--- config.mk ---
export PLATFORM = sky130hd
export DESIGN_NAME = btl_ctrl
export DESIGN_NICKNAME = d
export VERILOG_FILES = /design/src/sv/btl_pkg.sv /design/src/sv/btl_ctrl.sv
export VERILOG_INCLUDE_DIRS = /design/src /design/src/sv
export SDC_FILE = /design/constraint.sdc
export NUM_CORES = 1
export LEC_CHECK = 0
export BUFFER_PORTS_ARGS = -buffer_cell sky130_fd_sc_hd__buf_2
export CORE_MARGIN = 2
export CORE_UTILIZATION = 40
export DETAILED_ROUTE_END_ITERATION = 10
export GPL_ROUTABILITY_DRIVEN = 0
export MAX_ROUTING_LAYER = met4
export PLACE_DENSITY_LB_ADDON = 0.1
export SLEW_MARGIN = 25
export SYNTH_ARGS = -nofsm -noshare
export SYNTH_HDL_FRONTEND = slang
export SYNTH_SLANG_ARGS = --single-unit
--- constraint.sdc ---
create_clock -name clk -period 1.5 [get_ports clk]
set_input_delay 0.075 -clock clk [delete_from_list [all_inputs] [get_ports clk]]
set_output_delay 0.075 -clock clk [all_outputs]
set_load 0.02 [all_outputs]
--- src/sv/assert_macros.svh ---
// Assertion macros shared by the layer RTL.
// Needs a clk and an active-low rst_n in the scope of each use.
`ifndef ASSERT_MACROS_SVH
`define ASSERT_MACROS_SVH

// Clocked check, off while reset is held.
`define ASSERT_CLK(label, prop, msg) \
  label: assert property (@(posedge clk) disable iff (!rst_n) (prop)) else $error(msg);

// Clocked check that a condition never holds.
`define ASSERT_NEVER(label, cond, msg) \
  label: assert property (@(posedge clk) disable iff (!rst_n) !(cond)) else $error(msg);

`endif

--- src/sv/btl_pkg.sv ---
// Shared types, codes and constants for the binary threshold layer.
// No dependencies.
package btl_pkg;

  localparam int DEF_MAX_INPUTS  = 16;
  localparam int DEF_MAX_OUTPUTS = 16;
  localparam int DEF_VALUE_WIDTH = 16;

  localparam int FUNC_W  = 2;
  localparam int IDX_W   = 4;
  localparam int ENTRY_W = 16;
  localparam int BITS_W  = 16;
  localparam int CNT_W   = 5;
  localparam int CFG_IDX_W = 1;

  localparam logic [FUNC_W-1:0] FUNC_WR_WEIGHT = 2'd0;
  localparam logic [FUNC_W-1:0] FUNC_WR_BIAS   = 2'd1;
  localparam logic [FUNC_W-1:0] FUNC_EVAL      = 2'd2;

  localparam logic [CFG_IDX_W-1:0] REG_ACTIVE_INPUTS  = 1'd0;
  localparam logic [CFG_IDX_W-1:0] REG_ACTIVE_OUTPUTS = 1'd1;

  localparam logic [CNT_W-1:0] CNT_RESET = 5'd16;

  // at most BITS_W input rows / output lanes ever take part in an evaluation
  function automatic int lanes_used(input int max_count);
    return (max_count < BITS_W) ? max_count : BITS_W;
  endfunction

  typedef struct packed {
    logic load;       // latch input word for an evaluation
    logic wr_weight;
    logic wr_bias;
    logic rd_en;      // read one row from all column memories
    logic rd_first;   // this read is the bias row
    logic rd_last;    // final row of the evaluation
  } btl_cmd_t;

endpackage

--- src/sv/btl_ctrl.sv ---
// Sequencer for the binary threshold layer: decodes commands, steps the row reads.
// Depends on btl_pkg and assert_macros.svh.
`include "assert_macros.svh"

module btl_ctrl
  import btl_pkg::*;
#(
  parameter int MAX_INPUTS = DEF_MAX_INPUTS,
  localparam int EVAL_ROWS = lanes_used(MAX_INPUTS),
  localparam int ADDR_W    = $clog2(EVAL_ROWS + 1)
) (
  input  logic              clk,
  input  logic              rst_n,
  input  logic              start,
  input  logic [FUNC_W-1:0] func,
  input  logic [ADDR_W-1:0] n_in,
  output logic              busy,
  output btl_cmd_t          cmd,
  output logic [ADDR_W-1:0] rd_row
);

  localparam logic [1:0] ST_IDLE  = 2'd0;
  localparam logic [1:0] ST_RUN   = 2'd1;
  localparam logic [1:0] ST_DRAIN = 2'd2;

  localparam logic [ADDR_W-1:0] BIAS_ROW = ADDR_W'(EVAL_ROWS);

  logic [1:0]        state_r, state_nxt;
  logic [ADDR_W-1:0] step_r, step_nxt;
  logic [ADDR_W-1:0] n_in_r, n_in_nxt;
  logic              accept;

  assign busy   = (state_r != ST_IDLE);
  assign accept = start && (state_r == ST_IDLE);
  // step 0 fetches the bias row, step k+1 fetches weight row k
  assign rd_row = (step_r == '0) ? BIAS_ROW : step_r - ADDR_W'(1);

  always_comb begin
    state_nxt     = state_r;
    step_nxt      = step_r;
    n_in_nxt      = n_in_r;
    cmd           = '0;
    cmd.load      = accept && (func == FUNC_EVAL);
    cmd.wr_weight = accept && (func == FUNC_WR_WEIGHT);
    cmd.wr_bias   = accept && (func == FUNC_WR_BIAS);
    unique case (state_r)
      ST_IDLE: begin
        if (cmd.load) begin
          state_nxt = ST_RUN;
          step_nxt  = '0;
          n_in_nxt  = n_in;
        end
      end
      ST_RUN: begin
        cmd.rd_en    = 1'b1;
        cmd.rd_first = (step_r == '0);
        cmd.rd_last  = (step_r == n_in_r);
        if (cmd.rd_last) begin
          state_nxt = ST_DRAIN;
        end else begin
          step_nxt = step_r + ADDR_W'(1);
        end
      end
      ST_DRAIN: begin
        state_nxt = ST_IDLE;
      end
      default: begin
        state_nxt = ST_IDLE;
      end
    endcase
  end

  always_ff @(posedge clk) begin
    if (!rst_n) begin
      state_r <= ST_IDLE;
      step_r  <= '0;
      n_in_r  <= '0;
    end else begin
      state_r <= state_nxt;
      step_r  <= step_nxt;
      n_in_r  <= n_in_nxt;
    end
  end

  `ASSERT_CLK(a_last_drains, cmd.rd_last |=> state_r == ST_DRAIN, "last read not followed by drain")
  `ASSERT_CLK(a_first_once, cmd.rd_first |=> !cmd.rd_first, "bias row read twice in a row")
  `ASSERT_NEVER(a_no_cmd_busy, busy && (cmd.load || cmd.wr_weight || cmd.wr_bias), "word taken while busy")

endmodule

==> results.md, run 1 <==
Global route:
- The initial antenna violation count came to 0.
- After global routing the overflow that remains totals 0.
- The first global-routing pass estimated 3.41 mm of wire.
- The number of global-route vias before repair was 755.
- In the global route stage, overall resource usage came out at 19.3%.
- The largest net degree at the start of global routing is 12.

Clock tree:
- The post-cts hold buffer count is 0.
- TritonCTS built the clock tree.
- Clock tree synthesis found a total of 12 sinks.
- No sink is reached through more buffers than the 2 on the longest clock path.
- In this run the number of H-tree levels came out at 1.
- The root buffer cell is clkbuf_4.
- The clock insertion delay at the later pin of the skew report is 0.27 ns.
- The number of buffers inserted during clock tree synthesis is 3.
- The register clock-pin slew on the reported worst setup and hold paths is 0.07 ns.

Detailed routing:
- For this block, the routed nets add up to 2.00 mm of wire.
- After detailed routing, the number of remaining DRC violations is 0.
- The number of detailed-route iterations in the first pass is 4.
- The iteration-0 DRC count of the detailed router is 11.
- The detail-routed via count per cell is a little over 5.
- The count of nets left with antenna violations after detail routing is 0.
- The detailed router placed 781 vias in this run.
- The mean routed wirelength per cell is between 10 and 15 microns.

Synthesis:
- The total number of yosys warnings is 0.
- The fraction of registers with async set/reset is 0%.
- The cell area after synthesis is 805 sq um.
- Synthesis produced a netlist whose cell count is 93.
- After synthesis, flip-flops and latches occupy 29.9% of the total area.
- Counting every net in the synthesized netlist gives 105.
- The number of storage elements in the synthesis netlist is 12.
- The unique cell type count in the Yosys netlist is 36.
- The number of enable-type register cells in the synthesized netlist is 0.
- The average instance area after synthesis is 8.65 sq um.
- The dominant synthesized flop cell is dfxtp_1.

Place:
- The HPWL after detailed placement is ~1.4 mm.
- The count of buffers from port buffering is 21.
- The worst setup slack before clock tree synthesis is 0.0823 ns.

Floorplanning:
- The die outline width is 48.8 microns.
- The initial cell density of the core is 41.9%.
- In this run the vertical extent of the chip is 48.8 microns.
- The standard-cell row count is 16.
- The area of the placeable core is ~0.0019 sq mm.
- The die area is 0.00239 sq mm.
- For this design the top-level I/O count stands at 22.

Critical path:
- The worst-case reg-to-reg path depth is 5.
- The endpoint arrival time on the critical path is 1.41 ns.
- The setup check on the worst reg-to-reg path leaves a slack of 0.06 ns.
- STA puts the critical path data required time at approximately 1.4 ns.
- The library cell appearing most often on the critical path is nand2b_4.
- The top fanout value on the critical path is 5.
- The worst setup path endpoint is rd_row[4].
- The worst-path cell with the longest stage delay is dfxtp_4.
- The critical register-to-register path startpoint is step_r[0].
- The critical path class is flip-flop to output pin.
- The category of the worst setup path launch point is a flip-flop.
- The largest incremental delay on the critical path is 0.36 ns.
- The critical path starts at step_r[0].
- Walking the worst path, the cells encountered are inv_4 -> ha_4 -> nand2b_4 -> nor3_4 -> nand2b_4 -> buf_6.
- The kind of end point of the critical path is an output pin.
- The worst flop-to-flop path endpoint is step_r[1].

Cells and area:
- The share of post-route cells with drive strength above 1 is 49.6%.
- The final core area utilization is 57.8%.
- From synthesis to final layout, the design area changed by 38.1%.
- 0 antenna diodes ended up in the layout.
- The net count reported at finish is between 100 and 150.

Run status:
- The run finished with clean final reports.

Hold path:
- The worst hold-check path type is input pin to flip-flop.

Timing:
- The number of setup violations in the final report is 0.
- Setup repair after global routing could not meet its margin everywhere.
- The highest clock frequency the design can meet is 672 MHz.
- The final hold violation count came to 0.
- The share of the clock period used by the worst path after layout is 99.3%.
- Headroom to the max-slew limit came out at 78.0%.
- The total count of max-transition violations in the final report was 0.
- In the post-route analysis, the smallest setup slack over all paths is 0.0112 ns.
- The worst clock skew on the final layout is 0.00861 ns.
- For the finished layout, the period the worst path requires is between 1 and 1.5 ns.
- The transition time of the tightest slew-check pin is about 0.33 ns.

Job:
- Max-cap violations in this run came to 0.

Power:
- In this run the power density over the cells is 602 mW/mm^2.
- IR analysis of the VDD net gives a maximum drop of 0.000572 V.
- The leakage power total is about 0.54 nW.
==> worst max-delay path, delay by kind of cell (launching register included) <==
family,cells,cell delay [ns]
adders and majority gates,1,0.15
and+or+nand+nor,3,0.46
DFF,1,0.36
buffers and inverters,2,0.17
==> layer usage <==
metal	vias to the layer above	wire, microns	GRT usage [%]
li1	391	-	-
met1	372	908	23.6
met2	16	1010	30.4
met3	2	65	5.52
met4	0	21	6.67
met5	-	0	-
==> state kept, by name, summed over array words and instances, names as in the netlist <==
signal,flops
state_r,2
n_in_r,5
step_r,5
==> cell usage after synthesis, types with 2 or more instances <==
master / instances / area [sq um]
inv_1: 4 / 15.0
nand2b_1: 3 / 18.8
buf_6: 3 / 33.8
nor3_1: 3 / 15.0
a211oi_2: 2 / 25.0
nor4_1: 4 / 25.0
nand3_1: 3 / 15.0
nor2_1: 10 / 37.5
o211ai_1: 2 / 15.0
a21oi_1: 3 / 15.0
nand4_1: 2 / 12.5
xnor2_1: 4 / 35.0
dfxtp_1: 12 / 240
nand2_1: 7 / 26.3
ha_1: 2 / 25.0
o21ai_0: 3 / 15.0
o22ai_1: 2 / 12.5
mux2i_1: 6 / 60.1
==> logic make-up (layout without fill, tap and decap cells) <==
family | after synthesis | count (layout) | synth area share [%]
and+or+nand+nor | 42 | 42 | 29.1
AOI/OAI and AO/OA | 14 | 14 | 13.4
DFF | 12 | 12 | 29.9
buffers and inverters | 11 | 45 | 9.64
xor gates and xnor gates | 6 | 6 | 7.47
muxes | 6 | 6 | 7.47
adders and majority gates | 2 | 2 | 3.11
==> how the worst min path moves through the flow <==
stage	from	to	slack [ns]	cells after the start
after floorplan	n_in[0]	n_in_r[0]	0.22	2
after global placement	n_in[3]	n_in_r[3]	0.31	3
after detailed placement	n_in[4]	n_in_r[4]	0.31	3
after CTS	n_in[4]	n_in_r[4]	0.03	3
after global routing	n_in[2]	n_in_r[2]	0.02	3
final	n_in[2]	n_in_r[2]	0.03	3
==> power breakdown <==
| part | internal [W] | switching [W] | leakage [nW] |
|---|---|---|---|
| Clock | 0.0000929 | 0.000101 | 0.0138 |
| Combinational | 0.0000681 | 0.0000811 | 0.423 |
| Sequential | 0.000320 | 0.00000588 | 0.100 |
| Total | 0.000481 | 0.000188 | 0.537 |
==> cell usage in the layout (no fill, tap or decap), types with 2 or more instances in the layout <==
| cell type | netlist | final |
|---|---|---|
| nand2_1 | 7 | 7 |
| nand4_1 | 2 | 2 |
| nand3_1 | 3 | 3 |
| nand2b_4 | 0 | 2 |
| o21ai_0 | 3 | 2 |
| inv_1 | 4 | 2 |
| clkbuf_4 | 0 | 3 |
| mux2i_1 | 6 | 6 |
| a211oi_2 | 2 | 2 |
| inv_2 | 1 | 2 |
| a21oi_1 | 3 | 3 |
| dfxtp_4 | 0 | 3 |
| nor2_1 | 10 | 10 |
| dfxtp_1 | 12 | 8 |
| o211ai_1 | 2 | 2 |
| nor4_1 | 4 | 3 |
| xnor2_1 | 4 | 4 |
| buf_4 | 1 | 19 |
| buf_2 | 0 | 16 |
| nor3_4 | 0 | 2 |
| o22ai_1 | 2 | 2 |
==> cell type report <==
class,count,area [sq um]
Timing Repair Buffer,36,234
Multi-Input combinational cell,70,543
Inverter,6,25.0
Fill cell,196,811
Tap cell,27,33.8
Clock buffer,3,22.5
Sequential cell,12,253
==> timing repair <==
item,4_1_cts,5_1_grt
setup endpoints to repair,6,8
setup buffers,3,9
pin swaps,4,6
gates cloned,0,0
resized for setup,17,9
==> stage by stage <==
step | total power (W) | cell area, sq um | hold WS (ns) | std cells | TNS, ns
after floorplan | 0.000423 | 805 | 0.219 | 93 | 0
after global placement | 0.000456 | 911 | 0.306 | 139 | 0
after detailed placement | 0.000459 | 911 | 0.313 | 139 | 0
after CTS | 0.000654 | 1010 | 0.0291 | 145 | -0.0383
after global routing | 0.000710 | 1110 | 0.0237 | 154 | -0.205
final | 0.000669 | 1110 | 0.0287 | 154 | 0
No activity file was read; power rests on OpenSTA's default activity.
==> run 2: changes to the inputs <==
--- a/config.mk
+++ b/config.mk
@@ -6,6 +6,7 @@
 export SDC_FILE = /design/constraint.sdc
 export NUM_CORES = 1
 export LEC_CHECK = 0
+export ABC_AREA = 1
 export BUFFER_PORTS_ARGS = -buffer_cell sky130_fd_sc_hd__buf_2
 export CORE_MARGIN = 2
 export CORE_UTILIZATION = 40
==> run 2 against run 1 <==
Critical path depth fell by 1. First-iteration DRC count rose by 18%. Synthesized cell count rose by 31%. Largest cell class unchanged. Routed wire length fell by 6.5%. Worst setup slack improved by 0.057 ns. Non-clock buffer count fell by 4.
==> results.md, run 2 <==
Run status:
- Status: complete, no violations (unchanged).

Synthesis:
- The fraction of registers with async set/reset is 0% (unchanged).
- The dominant synthesized flop cell is dfxtp_1 (unchanged).
- The number of storage elements in the synthesis netlist came to 12 (unchanged).
- The sequential element share of the synthesized area is 31.0% (was 29.9%).
- The cell with the most instances after synthesis is nand2_1 (was dfxtp_1).
- The number of enable-type register cells in the synthesized netlist came to 0 (unchanged).
- The unique cell type count in the Yosys netlist is 25 (was 36).
- The number of nets produced by synthesis is 134 (was 105).
- The area share of the largest cell type after synthesis is 31.0% (was 29.9%).
- Synth top cells by count: 24 x nand2_1, 18 x inv_1, 15 x nor2_1 (was 12 x dfxtp_1, 10 x nor2_1, 7 x nand2_1).
- The cell area after synthesis is 776 sq um (was 805 sq um).
- The total number of yosys warnings is 0 (unchanged).
- The instance count of the mapped netlist is 122 (was 93).
- The average instance area after synthesis was 6.36 sq um (was 8.65 sq um).
- Synth top area cells: dfxtp_1 31%, nand2_1 12%, inv_1 8.7% (was dfxtp_1 30%, mux2i_1 7.5%, nor2_1 4.7%).
- The biggest area consumer among synthesized cells was dfxtp_1 (unchanged).

Cells and area:
- The net count reported at finish came to 165 (was 141).
- The total area of multi-input combinational cells is 479 sq um (was 543 sq um).
- The share of post-route cells with drive strength above 1 is 40.4% (was 49.6%).
- The area growth from synthesis to layout was 39.7% (was 38.1%).
- The most common library cell in the layout ignoring fill and taps is nand2_1 (was buf_4).
- The diode insertion count for antenna repair is 0 (unchanged).
- Most used cells in the layout excluding fill and tap cells: 23 x nand2_1, 16 x inv_1, 16 x buf_2 (was 19 x buf_4, 16 x buf_2, 10 x nor2_1).
- The sequential cell area in the final layout is 253 sq um (unchanged).
- Largest registers: n_in_r: 5 flops, step_r: 5 flops, state_r: 2 flops (unchanged).
- The number of fill cells is 184 (was 196).

Floorplanning:
- The number of primary I/O pins came to 22 (unchanged).
- The die outline width is 48.0 microns (was 48.8 microns).
- The standard-cell row count came to 15 (was 16).
- The die area was 0.00231 sq mm (was 0.00239 sq mm).
- The area of the placeable core is 0.00178 sq mm (was 0.00192 sq mm).
- The die boundary height is 48.0 microns (was 48.8 microns).
- The initial cell density of the core came to 43.5% (was 41.9%).

Critical path:
- The category of the worst setup path launch point is a flip-flop (unchanged).
- The critical path class is flip-flop to output pin (unchanged).
- The critical path data required time is 1.42 ns (about the same).
- The kind of end point of the critical path is an output pin (unchanged).
- The top fanout value on the critical path is 5 (unchanged).
- The largest incremental delay on the critical path is 0.37 ns (was 0.36 ns).
- The endpoint arrival time on the critical path is 1.36 ns (was 1.41 ns).
- The worst-path cell with the longest stage delay is dfxtp_4 (unchanged).
- CP Cell Sequence: buf_4 -> xnor2_1 -> nand3_2 -> nor2_2 -> buf_6 (was inv_4 -> ha_4 -> nand2b_4 -> nor3_4 -> nand2b_4 -> buf_6).
- The kind of cell adding the most delay to the critical path is flip-flops (was simple AND/OR/NAND/NOR gates).
- The buffering stage count on the worst path with inverters included is 2 (unchanged).

Clock tree:
- The TritonCTS clock tree is yes (unchanged).
- The register clock-pin slew on the reported worst setup and hold paths came to 0.07 ns (about the same).
- The number of buffers inserted during clock tree synthesis was 3 (unchanged).
- The deepest clock path buffer count is 2 (unchanged).
- The number of clock sinks is 12 (unchanged).
- The level count of the clock H-tree came to 1 (unchanged).
- The clock insertion delay at the later pin of the skew report is 0.27 ns (about the same).
- The root buffer cell is clkbuf_4 (unchanged).

Timing:
- Setup repair after global routing missed its margin: true (unchanged).
- The final critical delay including setup and external delays is 1.43 ns (was 1.49 ns).
- The highest clock frequency the design can meet is 699 MHz (was 672 MHz).
- The minimum hold slack is 0.0630 ns (was 0.0287 ns).
- The number of setup violations in the final report is 0 (unchanged).
- The share of the clock period used by the worst path after layout is 95.4% (was 99.3%).
- The transition time of the tightest slew-check pin came to 0.237 ns (was 0.329 ns).
- The sum of negative setup slack was 0 ns (unchanged).
- The worst clock skew on the final layout is 0.00213 ns (was 0.00861 ns).
- The total count of max-transition violations in the final report is 0 (unchanged).
- The final hold violation count is 0 (unchanged).
- The tightest slew margin relative to the limit is 84.1% (was 78.0%).

Detailed routing:
- The mean routed wirelength per cell came to 10.6 microns (was 13.0 microns).
- The iteration-0 DRC count of the detailed router was 13 (was 11).
- The number of detailed-route iterations in the first pass was 4 (unchanged).
- The number of vias after detailed routing is 838 (was 781).
- The post-route DRC violation count is 0 (unchanged).
- The count of nets left with antenna violations after detail routing is 0 (unchanged).
- The overall routed net length is 1.87 mm (was 2.00 mm).
- The detail-routed via count per cell came to 4.76 (was 5.07).

Power:
- The leakage power total came to 0.559 nW (was 0.537 nW).
- The ratio of total power to cell area is 948 mW/mm^2 (was 602 mW/mm^2).
- The highest ir drop seen on vdd is 0.000531 V (was 0.000572 V).

Global route:
- The met2 track demand over resource in global routing is 33.6% (was 30.4%).
- The global-route met3 utilization is 4.53% (was 5.52%).
- The wire length of the first global-routing pass is 3.02 mm (was 3.41 mm).
- The number of global-route vias before repair is 735 (was 755).
- The overall overflow remaining after global route is 0 (unchanged).
- The met1 usage was 21.3% (was 23.6%).
- The most crowded layer after global routing is met2 (unchanged).
- The initial antenna violation count came to 0 (unchanged).
- The largest net degree at the start of global routing came to 22 (was 12).
- The total routing usage reported by global routing came to 20.0% (was 19.3%).

Place:
- The half-perimeter wire length after detailed placement was 1.32 mm (was 1.36 mm).
- The count of buffers from port buffering is 21 (unchanged).

Hold path:
- The worst hold-check path type is input pin to flip-flop (unchanged).

Job:
- The max capacitance violation total came to 0 (unchanged).
run 2: worst register-to-register path, stage by stage, from the launching register on:
cell     delay [ns]
dfxtp_4        0.37
buf_4          0.14
xnor2_1        0.18
nand3_2        0.13
nand2_2        0.20
nand3_1        0.10
nand2_1        0.08
nor2_1         0.04
run 2: final timing paths:
check / start / cells past startpoint / slack (ns) / endpoint
min: n_in[1] / 3 / 0.06 / n_in_r[1]
max reg2reg: step_r[1] / 7 / 0.16 / step_r[4]
min reg2reg: n_in_r[2] / 2 / 0.47 / n_in_r[2]
max: step_r[1] / 5 / 0.07 / cmd[0]
run 2: logic make-up (layout without fill, tap and decap cells):
logic type / Yosys count / in the layout / synth area share [%]
AND/OR/NAND/NOR: 60 / 60 / 34.2
flip-flops: 12 / 12 / 31.0
XOR/XNOR: 1 / 1 / 1.13
adder cells (fa/ha/maj): 2 / 2 / 3.23
AO/OA/AOI/OAI: 21 / 21 / 14.8
buffers and inverters: 26 / 55 / 15.6
run 2: repair_timing:
action / in CTS / in global routing
buffers inserted: 1 / 5
hold buffers: 0 / 0
pin swaps: 1 / 9
hold endpoints to repair: 0 / 0
resized for setup: 14 / 22
endpoints found under the setup margin: 6 / 10
run 2: through the flow:
stage / instance area [sq um] / util, % / cells / total power [W] / worst slack (ns)
after CTS: 978 / 54.9 / 171 / 0.000966 / -0.00781
final: 1080 / 60.8 / 176 / 0.00103 / 0.0687
after detailed placement: 903 / 50.7 / 167 / 0.000728 / 0.0755
after global routing: 1080 / 60.8 / 176 / 0.00111 / -0.0113
after global placement: 903 / 50.7 / 167 / 0.000722 / 0.0841
after floorplan: 776 / - / 122 / 0.000627 / 0.0880
run 2: report_power, final:
group	total [W]	leakage (nW)	internal (W)	switching [W]
Clock	0.000198	0.0138	0.0000930	0.000105
Sequential	0.000364	0.101	0.000341	0.0000221
Combinational	0.000466	0.444	0.000202	0.000264
Total	0.00103	0.559	0.000636	0.000391
run 2: area by class of cell:
type | instances | share of cell area, %
well taps | 25 | 2.89
flip-flops and latches | 12 | 23.3
clock buffers | 3 | 2.08
inverters | 20 | 7.62
multi-input cells | 84 | 44.2
repair buffers | 32 | 19.9
run 2: metal layers:
metal	routed length (microns)	share of wire, %
met4	39	2.1
met5	0	0
met3	51	2.7
met1	860	46
met2	919	49
==> run 3: changes to the inputs <==
--- a/config.mk
+++ b/config.mk
@@ -8,7 +8,6 @@
 export LEC_CHECK = 0
 export ABC_AREA = 1
 export BUFFER_PORTS_ARGS = -buffer_cell sky130_fd_sc_hd__buf_2
-export CORE_MARGIN = 2
 export CORE_UTILIZATION = 40
 export DETAILED_ROUTE_END_ITERATION = 10
 export GPL_ROUTABILITY_DRIVEN = 0
==> run 3 against run 2 <==
Cell area is 0.46% lower. Critical path type unchanged. Critical path depth is 3 higher. Via count is 1.6% higher. Die area is 8.2% lower. Final cell count is 1.1% lower. Largest cell class unchanged. Highest routed layer unchanged.
==> results.md, run 3 (synthesis gave the netlist of run 2 again) <==
Clock tree:
- The register clock-pin slew on the reported worst setup and hold paths was 0.08 ns (was 0.07 ns).
- The number of clock sinks is 12 (unchanged).
- The level count of the clock H-tree was 1 (unchanged).
- The clock insertion delay at the later pin of the skew report is 0.27 ns (about the same).
- The post-cts hold buffer count was 0 (unchanged).
- The TritonCTS clock tree is yes (unchanged).
- The deepest clock path buffer count was 2 (unchanged).
- The number of buffers inserted during clock tree synthesis is 3 (unchanged).
- The root buffer cell is clkbuf_4 (unchanged).

Power:
- The sequential cell fraction of total power was 33.9% (was 35.4%).
- The ratio of total power to cell area was 994 mW/mm^2 (was 948 mW/mm^2).
- The switching power is 0.000399 W (was 0.000391 W).
- The share of total power in combinational logic is 41.8% (was 45.4%).
- The internal power component is 0.000673 W (was 0.000636 W).
- The leakage power total was 0.556 nW (was 0.559 nW).
- The highest ir drop seen on vdd is 0.000556 V (was 0.000531 V).
- The proportion of total power due to net switching is 37.2% (was 38.1%).
- The share of power burned in the clock network is 24.3% (was 19.2%).
- The power after layout is 0.00107 W (was 0.00103 W).

Cells and area:
- The most common library cell in the layout ignoring fill and taps is nand2_1 (unchanged).
- The area growth from synthesis to layout is 39.0% (was 39.7%).
- The share of post-route cells with drive strength above 1 is 38.9% (was 40.4%).
- The final core area utilization is 61.1% (was 60.8%).
- Largest registers: n_in_r: 5 flops, step_r: 5 flops, state_r: 2 flops (unchanged).
- The net count reported at finish was 162 (was 165).
- Most used cells in the layout excluding fill and tap cells: 23 x nand2_1, 18 x buf_2, 16 x inv_1 (was 23 x nand2_1, 16 x inv_1, 16 x buf_2).
- The total non-filler cell area in the finished layout is 0.00108 sq mm (about the same).
- The diode insertion count for antenna repair is 0 (unchanged).

Timing:
- The final critical delay including setup and external delays is 1.44 ns (was 1.43 ns).
- The number of setup violations in the final report is 0 (unchanged).
- The total count of max-transition violations in the final report came to 0 (unchanged).
- The sum of negative setup slack is 0 ns (unchanged).
- The transition time of the tightest slew-check pin is 0.236 ns (was 0.237 ns).
- The tightest slew margin relative to the limit is 84.2% (was 84.1%).
- The share of the clock period used by the worst path after layout is 95.9% (was 95.4%).
- Setup repair after global routing missed its margin: true (unchanged).
- The final hold violation count is 0 (unchanged).
- The highest clock frequency the design can meet is 695 MHz (was 699 MHz).
- The worst clock skew on the final layout is 0.00300 ns (was 0.00213 ns).

Critical path:
- The top fanout value on the critical path is 5 (unchanged).
- The buffering stage count on the worst path with inverters included is 4 (was 2).
- The critical path data required time came to 1.42 ns (about the same).
- The category of the worst setup path launch point is a flip-flop (unchanged).
- The endpoint arrival time on the critical path was 1.36 ns (about the same).
- The kind of cell adding the most delay to the critical path is flip-flops (unchanged).
- The largest incremental delay on the critical path is 0.37 ns (about the same).
- The kind of end point of the critical path was an output pin (unchanged).
- The critical path class is flip-flop to output pin (unchanged).
- CP Cell Sequence: inv_6 -> ha_4 -> nand3_4 -> nor2_4 -> inv_2 -> nand2_1 -> inv_1 -> buf_2 (was buf_4 -> xnor2_1 -> nand3_2 -> nor2_2 -> buf_6).
- The worst-path cell with the longest stage delay is dfxtp_4 (unchanged).

Floorplanning:
- The standard-cell row count is 15 (unchanged).
- The die outline width is 46.0 microns (was 48.0 microns).
- The initial cell density of the core is 44.0% (was 43.5%).
- The die area came to 0.00212 sq mm (was 0.00231 sq mm).
- The area of the placeable core is 0.00176 sq mm (was 0.00178 sq mm).
- The number of primary I/O pins came to 22 (unchanged).
- The die boundary height is 46.0 microns (was 48.0 microns).

Global route:
- The met1 usage is 26.3% (was 21.3%).
- The initial antenna violation count is 0 (unchanged).
- The number of global-route vias before repair came to 693 (was 735).
- The most crowded layer after global routing was met2 (unchanged).
- The wire length of the first global-routing pass is 2.99 mm (was 3.02 mm).
- The global-route met3 utilization was 3.97% (was 4.53%).
- The met2 track demand over resource in global routing came to 31.5% (was 33.6%).
- The largest net degree at the start of global routing is 22 (unchanged).
- The total routing usage reported by global routing is 21.1% (was 20.0%).
- The overall overflow remaining after global route is 0 (unchanged).

Place:
- The area after detailed placement was 903 sq um (unchanged).
- The half-perimeter wire length after detailed placement is 1.33 mm (was 1.32 mm).
- The count of buffers from port buffering came to 21 (unchanged).

Run status:
- Status: complete, no violations (unchanged).

Detailed routing:
- The number of detailed-route iterations in the first pass is 5 (was 4).
- The detail-routed via count per cell came to 4.89 (was 4.76).
- The count of nets left with antenna violations after detail routing was 0 (unchanged).
- The iteration-0 DRC count of the detailed router is 17 (was 13).
- The overall routed net length is 1.90 mm (was 1.87 mm).
- The post-route DRC violation count was 0 (unchanged).
- The mean routed wirelength per cell is 10.9 microns (was 10.6 microns).
- The number of vias after detailed routing is 851 (was 838).

Job:
- The max capacitance violation total is 0 (unchanged).

Hold path:
- The worst hold-check path type is input pin to flip-flop (unchanged).
==> run 3: routing by layer <==
| layer | wire length (microns) | vias up |
|---|---|---|
| met1 | 832 | 383 |
| met5 | 0 | - |
| met4 | 22 | 0 |
| met3 | 82 | 2 |
| li1 | - | 442 |
| met2 | 961 | 24 |
==> run 3: worst paths after layout <==
kind,start,depth (start not counted),end,slack (ns)
max,step_r[0],8,rd_row[0],0.06
min,n_in[1],3,n_in_r[1],0.05
max reg2reg,step_r[1],9,step_r[4],0.16
min reg2reg,n_in_r[3],2,n_in_r[3],0.47
==> run 3: through the flow <==
step / hold WS (ns) / std cells / setup WS (ns)
floorplan: 0.216 / 122 / 0.0880
global placement: 0.325 / 167 / 0.0563
detailed placement: 0.338 / 167 / 0.0432
CTS: 0.0443 / 173 / 0.00972
global route: 0.0652 / 174 / -0.00566
finish: 0.0463 / 174 / 0.0608
==> run 3: layout make-up <==
type	instances	area, sq um
inverters	20	82.6
multi-input cells	84	488
repair buffers	29	188
fillers	177	686
clock buffers	4	36.3
flip-flops and latches	12	253
well taps	25	31.3
==> run 3: timing repair <==
action / in CTS / in global routing
pin swaps: 1 / 7
setup buffers: 2 / 1
cloned: 0 / 0
resized for setup: 13 / 22
endpoints found under the setup margin: 7 / 8
==> run 3: tightest hold or removal path, stage by stage <==
cell and delay [ns]:
buf_2 0.07, o21ai_0 0.07, nor2_1 0.07
==> run 3: power groups by stage <==
stage | clock (W) | sequential, W | combinational, W
after floorplan | 0 | 0.000362 | 0.000265
after global placement | 0 | 0.000370 | 0.000353
after detailed placement | 0 | 0.000370 | 0.000359
after CTS | 0.000271 | 0.000359 | 0.000393
after global routing | 0.000287 | 0.000367 | 0.000494
final | 0.000261 | 0.000364 | 0.000448
